`src/rtl/core/lruexp_pkg.sv`:
```
// Shared types and codes for the LRU table with expiry.
// Holds field widths, operation and status codes, cell command and flag types and sequencer states.
// Depends on nothing; lruexp_cell and the top-level core import it.
package lruexp_pkg;

    localparam int OP_W       = 2;
    localparam int KEY_W      = 64;
    localparam int TIME_W     = 32;
    localparam int STATUS_W   = 3;
    localparam int SLOT_OUT_W = 4;
    localparam int USED_OUT_W = 5;

    typedef enum logic [OP_W-1:0] {
        OP_GET    = 2'd0,
        OP_PUT    = 2'd1,
        OP_REMOVE = 2'd2
    } op_t;

    typedef enum logic [STATUS_W-1:0] {
        STS_HIT         = 3'd0,
        STS_MISS        = 3'd1,
        STS_REMOVED     = 3'd2,
        STS_REFRESHED   = 3'd3,
        STS_INSERTED    = 3'd4,
        STS_EVICT_STALE = 3'd5,
        STS_EVICT_LRU   = 3'd6,
        STS_NOT_FOUND   = 3'd7
    } status_t;

    typedef enum logic [1:0] {
        CMD_NONE   = 2'd0,
        CMD_FRONT  = 2'd1,
        CMD_DELETE = 2'd2
    } cmd_kind_t;

    typedef struct packed {
        cmd_kind_t kind;
        logic      wr_key;
        logic      wr_exp;
    } cell_cmd_t;

    typedef struct packed {
        logic match;
        logic stale;
        logic free;
        logic lru;
    } cell_flags_t;

    typedef enum logic [1:0] {
        FSM_IDLE  = 2'd0,
        FSM_EVAL  = 2'd1,
        FSM_APPLY = 2'd2
    } fsm_state_t;

endpackage

```
`src/rtl/core/lruexp_cell.sv`:
```
// One table entry: key, expiry, recency rank and valid bit.
// Registers its compare flags in the evaluate cycle and applies the broadcast
// command in the update cycle. Depends on lruexp_pkg.
module lruexp_cell #(
    parameter int CAPACITY = 16,
    parameter int RANK_W   = 5
) (
    input  logic                             clk,
    input  logic                             rst_n,
    input  logic                             eval_en,
    input  logic                             sel,
    input  logic [lruexp_pkg::KEY_W-1:0]     req_key,
    input  logic [lruexp_pkg::TIME_W-1:0]    req_now,
    input  logic [lruexp_pkg::TIME_W-1:0]    req_exp,
    input  lruexp_pkg::cell_cmd_t            cmd,
    input  logic [RANK_W-1:0]                old_rank,
    output lruexp_pkg::cell_flags_t          flags,
    output logic [RANK_W-1:0]                rank
);
    import lruexp_pkg::*;

    logic              valid_reg;
    logic              valid_next;
    logic [KEY_W-1:0]  key_reg;
    logic [KEY_W-1:0]  key_next;
    logic [TIME_W-1:0] exp_reg;
    logic [TIME_W-1:0] exp_next;
    logic [RANK_W-1:0] rank_reg;
    logic [RANK_W-1:0] rank_next;
    cell_flags_t       flags_reg;
    cell_flags_t       flags_next;

    always_comb
    begin
        valid_next = valid_reg;
        key_next   = key_reg;
        exp_next   = exp_reg;
        rank_next  = rank_reg;
        case (cmd.kind)
            CMD_FRONT:
            begin
                if (sel)
                begin
                    valid_next = 1'b1;
                    rank_next  = RANK_W'(1);
                    if (cmd.wr_key)
                    begin
                        key_next = req_key;
                    end
                    if (cmd.wr_exp)
                    begin
                        exp_next = req_exp;
                    end
                end
                else if (valid_reg && (rank_reg < old_rank))
                begin
                    rank_next = rank_reg + 1'b1;
                end
            end
            CMD_DELETE:
            begin
                if (sel)
                begin
                    valid_next = 1'b0;
                end
                else if (valid_reg && (rank_reg > old_rank))
                begin
                    rank_next = rank_reg - 1'b1;
                end
            end
            default:
            begin
            end
        endcase

        flags_next.match = valid_reg && (key_reg == req_key);
        flags_next.stale = req_now > exp_reg;
        flags_next.free  = !valid_reg;
        flags_next.lru   = valid_reg && (rank_reg == RANK_W'(CAPACITY));
    end

    always_ff @(posedge clk or negedge rst_n)
    begin
        if (!rst_n)
        begin
            valid_reg <= 1'b0;
            flags_reg <= '0;
        end
        else
        begin
            valid_reg <= valid_next;
            if (eval_en)
            begin
                flags_reg <= flags_next;
            end
        end
    end

    always_ff @(posedge clk)
    begin
        key_reg  <= key_next;
        exp_reg  <= exp_next;
        rank_reg <= rank_next;
    end

    assign flags = flags_reg;
    assign rank  = rank_reg;

endmodule

```
`src/rtl/core/lruexp_pick.sv`:
```
// First-set selector along the row of cells.
// Each position passes a "taken" bit to its right neighbor. Depends on nothing.
module lruexp_pick #(
    parameter int N = 16
) (
    input  logic [N-1:0] req,
    output logic [N-1:0] first,
    output logic         any
);
    logic [N:0] taken;

    always_comb
    begin
        taken[0] = 1'b0;
        for (int i = 0; i < N; i++)
        begin
            first[i]     = req[i] && !taken[i];
            taken[i + 1] = taken[i] || req[i];
        end
    end

    assign any = taken[N];

endmodule

```
`src/rtl/core/lru_cache_with_expiry_core.sv`:
```
// Top level of the LRU table with expiry: request register, sequencer,
// row of entry cells and result register.
// Depends on lruexp_pkg, lruexp_cell and lruexp_pick.
//
// In the evaluate state every cell compares its key and expiry with the
// request and registers the result; in the update state the row's
// first-free and first-stale chains pick a slot, all cells update their ranks
// at once and the result is loaded into the output register. A new item is
// accepted in the update cycle of the one before, so the block takes the next
// item before the last is through while results are taken. A held result
// stalls the update cycle of the next item. Slot contents beyond the key and
// expiry live outside the block, addressed by slot_index.
module lru_cache_with_expiry_core #(
    parameter int CAPACITY = 16
) (
    input  logic                                  clk,
    input  logic                                  rst_n,
    input  logic                                  in_valid,
    output logic                                  in_stall,
    input  logic [lruexp_pkg::OP_W-1:0]           operation,
    input  logic [lruexp_pkg::KEY_W-1:0]          lookup_key,
    input  logic [lruexp_pkg::TIME_W-1:0]         time_now,
    input  logic [lruexp_pkg::TIME_W-1:0]         expires_at,
    output logic                                  out_valid,
    input  logic                                  out_stall,
    output logic [lruexp_pkg::STATUS_W-1:0]       status,
    output logic [lruexp_pkg::SLOT_OUT_W-1:0]     slot_index,
    output logic [lruexp_pkg::USED_OUT_W-1:0]     entries_used
);
    import lruexp_pkg::*;

    localparam int SLOT_W = (CAPACITY > 1) ? $clog2(CAPACITY) : 1;
    localparam int RANK_W = $clog2(CAPACITY + 1);
    localparam int OCC_W  = $clog2(CAPACITY + 1);

    fsm_state_t        state_reg;
    fsm_state_t        state_next;
    logic              in_accept;
    logic              apply_fire;
    logic              eval_en;

    logic [OP_W-1:0]   op_reg;
    logic [KEY_W-1:0]  key_reg;
    logic [TIME_W-1:0] now_reg;
    logic [TIME_W-1:0] exp_reg;

    logic [OCC_W-1:0]  occ_reg;
    logic [OCC_W-1:0]  occ_next;

    logic                  out_valid_reg;
    logic [STATUS_W-1:0]   status_reg;
    logic [SLOT_OUT_W-1:0] slot_reg;
    logic [USED_OUT_W-1:0] used_reg;

    cell_flags_t       flags_v [CAPACITY];
    logic [RANK_W-1:0] rank_v  [CAPACITY];
    logic [CAPACITY-1:0] match_v;
    logic [CAPACITY-1:0] stale_v;
    logic [CAPACITY-1:0] free_v;
    logic [CAPACITY-1:0] lru_v;
    logic [CAPACITY-1:0] free_first;
    logic [CAPACITY-1:0] stale_first;
    logic                any_free;
    logic                any_stale;
    logic                any_match;
    logic                match_stale;

    logic [CAPACITY-1:0] sel;
    cell_cmd_t           cmd;
    cell_cmd_t           cell_cmd;
    logic                insert;
    logic                occ_inc;
    logic                occ_dec;
    status_t             sts;
    logic [RANK_W-1:0]   old_rank;
    logic [SLOT_W-1:0]   slot_idx;
    logic [31:0]         slot_ext;
    logic [31:0]         occ_ext;

    assign apply_fire = (state_reg == FSM_APPLY) && (!out_valid_reg || !out_stall);
    assign in_stall   = !((state_reg == FSM_IDLE) || apply_fire);
    assign in_accept  = in_valid && !in_stall;
    assign eval_en    = (state_reg == FSM_EVAL);

    always_comb
    begin
        state_next = state_reg;
        case (state_reg)
            FSM_IDLE:
            begin
                if (in_accept)
                begin
                    state_next = FSM_EVAL;
                end
            end
            FSM_EVAL:
            begin
                state_next = FSM_APPLY;
            end
            FSM_APPLY:
            begin
                if (apply_fire)
                begin
                    state_next = in_accept ? FSM_EVAL : FSM_IDLE;
                end
            end
            default:
            begin
                state_next = FSM_IDLE;
            end
        endcase
    end

    always_ff @(posedge clk or negedge rst_n)
    begin
        if (!rst_n)
        begin
            state_reg <= FSM_IDLE;
        end
        else
        begin
            state_reg <= state_next;
        end
    end

    always_ff @(posedge clk)
    begin
        if (in_accept)
        begin
            op_reg  <= operation;
            key_reg <= lookup_key;
            now_reg <= time_now;
            exp_reg <= expires_at;
        end
    end

    for (genvar g = 0; g < CAPACITY; g++)
    begin : g_cell
        lruexp_cell #(
            .CAPACITY (CAPACITY),
            .RANK_W   (RANK_W)
        ) u_cell (
            .clk      (clk),
            .rst_n    (rst_n),
            .eval_en  (eval_en),
            .sel      (sel[g]),
            .req_key  (key_reg),
            .req_now  (now_reg),
            .req_exp  (exp_reg),
            .cmd      (cell_cmd),
            .old_rank (old_rank),
            .flags    (flags_v[g]),
            .rank     (rank_v[g])
        );
    end

    always_comb
    begin
        for (int i = 0; i < CAPACITY; i++)
        begin
            match_v[i] = flags_v[i].match;
            stale_v[i] = flags_v[i].stale;
            free_v[i]  = flags_v[i].free;
            lru_v[i]   = flags_v[i].lru;
        end
    end

    lruexp_pick #(.N(CAPACITY)) u_pick_free (
        .req   (free_v),
        .first (free_first),
        .any   (any_free)
    );

    lruexp_pick #(.N(CAPACITY)) u_pick_stale (
        .req   (stale_v),
        .first (stale_first),
        .any   (any_stale)
    );

    // Keys are unique among valid entries, so at most one cell matches.
    assign any_match   = |match_v;
    assign match_stale = |(match_v & stale_v);

    always_comb
    begin
        sel        = '0;
        cmd.kind   = CMD_NONE;
        cmd.wr_key = 1'b0;
        cmd.wr_exp = 1'b0;
        insert     = 1'b0;
        occ_inc    = 1'b0;
        occ_dec    = 1'b0;
        sts        = STS_MISS;
        case (op_t'(op_reg))
            OP_GET:
            begin
                if (any_match)
                begin
                    sel = match_v;
                    if (match_stale)
                    begin
                        cmd.kind = CMD_DELETE;
                        occ_dec  = 1'b1;
                        sts      = STS_REMOVED;
                    end
                    else
                    begin
                        cmd.kind = CMD_FRONT;
                        sts      = STS_HIT;
                    end
                end
            end
            OP_PUT:
            begin
                cmd.kind   = CMD_FRONT;
                cmd.wr_exp = 1'b1;
                if (any_match)
                begin
                    sel = match_v;
                    sts = STS_REFRESHED;
                end
                else if (any_free)
                begin
                    sel        = free_first;
                    cmd.wr_key = 1'b1;
                    insert     = 1'b1;
                    occ_inc    = 1'b1;
                    sts        = STS_INSERTED;
                end
                else if (any_stale)
                begin
                    sel        = stale_first;
                    cmd.wr_key = 1'b1;
                    sts        = STS_EVICT_STALE;
                end
                else
                begin
                    sel        = lru_v;
                    cmd.wr_key = 1'b1;
                    sts        = STS_EVICT_LRU;
                end
            end
            OP_REMOVE:
            begin
                if (any_match)
                begin
                    sel      = match_v;
                    cmd.kind = CMD_DELETE;
                    occ_dec  = 1'b1;
                    sts      = STS_REMOVED;
                end
                else
                begin
                    sts = STS_NOT_FOUND;
                end
            end
            default:
            begin
                sts = STS_MISS;
            end
        endcase
    end

    always_comb
    begin
        old_rank = '0;
        slot_idx = '0;
        for (int i = 0; i < CAPACITY; i++)
        begin
            if (sel[i])
            begin
                old_rank = old_rank | rank_v[i];
                slot_idx = slot_idx | SLOT_W'(i);
            end
        end
        // A fresh insert ages every valid entry, all of which rank below CAPACITY.
        if (insert)
        begin
            old_rank = RANK_W'(CAPACITY);
        end
    end

    always_comb
    begin
        cell_cmd = cmd;
        if (!apply_fire)
        begin
            cell_cmd.kind = CMD_NONE;
        end
    end

    always_comb
    begin
        occ_next = occ_reg;
        if (occ_inc)
        begin
            occ_next = occ_reg + 1'b1;
        end
        else if (occ_dec)
        begin
            occ_next = occ_reg - 1'b1;
        end
    end

    assign slot_ext = 32'(slot_idx);
    assign occ_ext  = 32'(occ_next);

    always_ff @(posedge clk or negedge rst_n)
    begin
        if (!rst_n)
        begin
            occ_reg       <= '0;
            out_valid_reg <= 1'b0;
        end
        else
        begin
            if (apply_fire)
            begin
                occ_reg       <= occ_next;
                out_valid_reg <= 1'b1;
            end
            else if (out_valid_reg && !out_stall)
            begin
                out_valid_reg <= 1'b0;
            end
        end
    end

    always_ff @(posedge clk)
    begin
        if (apply_fire)
        begin
            status_reg <= sts;
            slot_reg   <= slot_ext[SLOT_OUT_W-1:0];
            used_reg   <= occ_ext[USED_OUT_W-1:0];
        end
    end

    assign out_valid    = out_valid_reg;
    assign status       = status_reg;
    assign slot_index   = slot_reg;
    assign entries_used = used_reg;

    a_occ_bound: assert property (@(posedge clk) disable iff (!rst_n)
        occ_reg <= OCC_W'(CAPACITY))
        else $error("occupancy above capacity");

    a_match_unique: assert property (@(posedge clk) disable iff (!rst_n)
        (state_reg == FSM_APPLY) |-> $onehot0(match_v))
        else $error("key present in more than one entry");

    a_lru_unique: assert property (@(posedge clk) disable iff (!rst_n)
        ((state_reg == FSM_APPLY) && (op_t'(op_reg) == OP_PUT) && !any_match && !any_free)
        |-> $onehot(lru_v))
        else $error("full table without a single oldest entry");

    a_result_loaded: assert property (@(posedge clk) disable iff (!rst_n)
        apply_fire |=> out_valid_reg)
        else $error("update cycle left no result");

endmodule

```
`config.mk`:
```
export PLATFORM = sky130hd
export DESIGN_NAME = lru_cache_with_expiry_core
export DESIGN_NICKNAME = d
export VERILOG_FILES = /design/src/rtl/core/lruexp_pkg.sv /design/src/rtl/core/lruexp_cell.sv /design/src/rtl/core/lruexp_pick.sv /design/src/rtl/core/lru_cache_with_expiry_core.sv
export SDC_FILE = /design/constraint.sdc
export NUM_CORES = 2
export LEC_CHECK = 0
export ABC_AREA = 1
export ABC_CLOCK_PERIOD_IN_PS = 21300
export BUFFER_PORTS_ARGS = -buffer_cell sky130_fd_sc_hd__buf_2
export CAP_MARGIN = 20
export CORE_MARGIN = 8
export CORE_UTILIZATION = 60
export CTS_CLUSTER_DIAMETER = 80
export DETAILED_ROUTE_END_ITERATION = 7
export GPL_TIMING_DRIVEN = 0
export PLACE_DENSITY = 0.78
export SLEW_MARGIN = 20
export SYNTH_ARGS = -nofsm -noshare
export SYNTH_HDL_FRONTEND = slang
export SYNTH_HIERARCHICAL = 1
export SYNTH_SLANG_ARGS = --single-unit
```
`constraint.sdc`:
```
create_clock -name clk -period 21.3 [get_ports clk]
set_clock_uncertainty 0.2 [all_clocks]
set_input_delay 5.325 -clock clk [delete_from_list [all_inputs] [get_ports clk]]
set_output_delay 5.325 -clock clk [all_outputs]
set_load 0.03 [all_outputs]
```
==> flow_metrics.env <==
export IMPL_status="finished clean"
export IMPL_async_flop_share_pct=4.77
export IMPL_drt_iter0_markers=6261
export IMPL_synth_area_um2=93100
export IMPL_largest_register_ffs=1024
export IMPL_antenna_found_initial=3
export IMPL_path_cells="buf_2, nand2_1, o21ai_0, buf_2"
export IMPL_synthFlopType="edfxtp_1"
export IMPL_synthCells=8851
export IMPL_ant_nets=0
export IMPL_worstHoldPathType="flop to flop"
export IMPL_fin_nets=10143
export IMPL_switchingPower_w=0.00192
export IMPL_place_ws_ns=9.57
export IMPL_cts_buffer_depth=3
export IMPL_yosys_warnings=6
export IMPL_cts_resized=0
export IMPL_synth_edff_count=1758
export IMPL_cts_sinks=1846
export IMPL_grt_overflow_total=0
export IMPL_die_h_um=410
export IMPL_peakVddDrop_mv=0.0833
export IMPL_cts_tree="done"
export IMPL_rsz0062_at_grt="no"
export IMPL_start_kind="input port"
export IMPL_endpoint_kind="primary output"
export IMPL_maxCapViolations=0
export IMPL_clk_transition_reported_paths_ns=0.06
export IMPL_placementRows=144
export IMPL_combPwrFrac_pct=7.9
export IMPL_gp_congestion=0.940
export IMPL_start_util_pct=60.4
export IMPL_cellLeakagePower_nw=43.8
export IMPL_crit_required_ns=15.78
export IMPL_fmax_mhz=85.3
export IMPL_grt_usage_pct=28.0
export IMPL_worstMarginPinSlew_ns=1.10
export IMPL_final_common_cell="edfxtp_1"
export IMPL_period_minus_slack_ns=11.72
export IMPL_ys_types=49
export IMPL_drtPass1Iterations=6
export IMPL_yosys_area_share_xor_xnor_pct=5.13
export IMPL_final_area_um2=106000
export IMPL_vias_per_cell=5.65
export IMPL_via_count=65351
export IMPL_relSlewSlack_pct=26.4
export IMPL_cts_made_buffers=190
export IMPL_cts_htree_levels=4
export IMPL_slowest_stage="o21ai_0"
export IMPL_dieArea_um2=168000
export IMPL_io_buffers=147
export IMPL_cts_root_buf="clkbuf_16"
export IMPL_finalPower_w=0.00801
export IMPL_synth_compound_area_share_pct=5.69
export IMPL_syn_to_final_growth_pct=14.1
export IMPL_synth_area_mux_share_pct=0
export IMPL_pwr_share_clk_pct=40.4
export IMPL_syn_avg_cell_area_um2=10.5
export IMPL_synth_top_family_by_area="simple AND/OR/NAND/NOR gates"
export IMPL_finalCritPeriodShare_pct=55.0
export IMPL_drc=0
export IMPL_tns_ns=0
export IMPL_grt_pass1_vias=65742
export IMPL_wl_per_cell_um=20.8
export IMPL_synth_adder_area_share_pct=8.63
export IMPL_syn_num_nets=9627
export IMPL_power_switching_share_pct=24.0
export IMPL_place_area_um2=100000
export IMPL_ys_seq_area_share_pct=59.1
export IMPL_powerDensity_nw_per_um2=75.5
export IMPL_postCtsSetupRepairBufs=0
export IMPL_layout_drive_gt1_share_pct=8.80
export IMPL_pwr_share_seq_pct=51.7
export IMPL_timing_final_ws_setup_ns=9.58
export IMPL_layout_common_cells="edfxtp_1, nand2_1, inv_1"
export IMPL_final_hold_violation_count=0
export IMPL_worst_path_most_repeated_cell="buf_2"
export IMPL_grt_pass1_wl_um=364000
export IMPL_core_um2=154000
export IMPL_yosys_area_share_simple_pct=15.1
export IMPL_cts_hold_buffers=0
export IMPL_num_io_pins=148
export IMPL_worstSetupPathType="input port to primary output"
export IMPL_ys_ff_latch=1846
export IMPL_grt_max_degree=67
export IMPL_p_int_w=0.00609
export IMPL_slew_viol_final=0
export IMPL_routed_wl_um=240000
export IMPL_slowest_delay_ns=0.41
export IMPL_cp_max_fo=3
export IMPL_clk_insertion_delay_late_ns=0.84
export IMPL_setup_viol=0
export IMPL_dp_hpwl_um=171000
export IMPL_fp_dieW_um=410
export IMPL_cp_arrival_ns=6.19
per-stage QoR:
stage                     cells  hold WS [ns]  util, %
after floorplan            8851         0.245        -
after global placement    11042         0.263     62.5
after detailed placement  11216         0.267     65.0
after CTS                 11561         0.280     68.9
after global routing      11564         0.295     68.9
final                     11565         0.280     68.9
Yosys cell counts (all sizes together), types with 90 or more instances:
cell type,n,area share (%)
edfxtp,1758,57
nand2,1689,7.0
inv,1537,6.2
nor2,929,4.0
ha,642,8.6
o21ai,481,2.6
nand3,338,1.8
a21oi,310,1.7
xor2,271,2.6
xnor2,259,2.6
nand4,162,1.2
nor3,90,0.58
path summary, 6_finish.rpt:
| check | start | endpoint | slack [ns] | cells past startpoint |
|---|---|---|---|---|
| setup / recovery | out_stall | in_stall | 9.58 | 4 |
| hold / removal | g_cell[8].u_cell/flags[1] | g_cell[8].u_cell/flags[1] | 0.28 | 1 |
| setup reg to reg | g_cell[1].u_cell/flags[2] | g_cell[3].u_cell/rank[2] | 15.08 | 25 |
| hold reg to reg | g_cell[8].u_cell/flags[1] | g_cell[8].u_cell/flags[1] | 0.28 | 1 |
| max in group asynchronous | rst_n | g_cell[1].u_cell/flags[1] | 16.00 | 2 |
| min in group asynchronous | rst_n | g_cell[9].u_cell/valid_reg | 4.17 | 1 |
critical path, delay by kind of cell:
family                 cells  cell delay, ns
and+or+nand+nor            1            0.07
buffers and inverters      2            0.38
AOI/OAI and AO/OA          1            0.41
per-layer routing:
metal  track usage [%]  part of all wire, %  vias to the layer above
li1                  -                    -                    30679
met1              34.4                   38                    31280
met2              48.0                   49                     2713
met3              3.35                  7.2                      679
met4              16.0                  6.4                        0
met5                 0                    0                        -
area by class of cell:
type,count,area [um2]
tap,2044,2560
sequential,1846,55000
multi-input combinational,5450,32500
antenna,1,2.50
buffer,15,90.1
timing repair buffer,324,4200
clock inverter,113,1100
inverter,1540,5790
fill,10603,47900
clock buffer,232,4930
logic make-up after synthesis:
kind of cell	Yosys count
buffers and inverters	1555
adder cells (fa/ha/maj)	642
AO/OA/AOI/OAI	973
AND/OR/NAND/NOR	3305
XOR/XNOR	530
flip-flops	1846
power groups by stage:
stage               clock [W]  sequential (W)  combinational [W]
CTS                   0.00328         0.00414           0.000626
global route          0.00342         0.00414           0.000703
floorplan                   0         0.00421           0.000340
global placement            0         0.00429           0.000458
finish                0.00324         0.00414           0.000635
detailed placement          0         0.00422           0.000620
(Power assumes the default switching activity.)
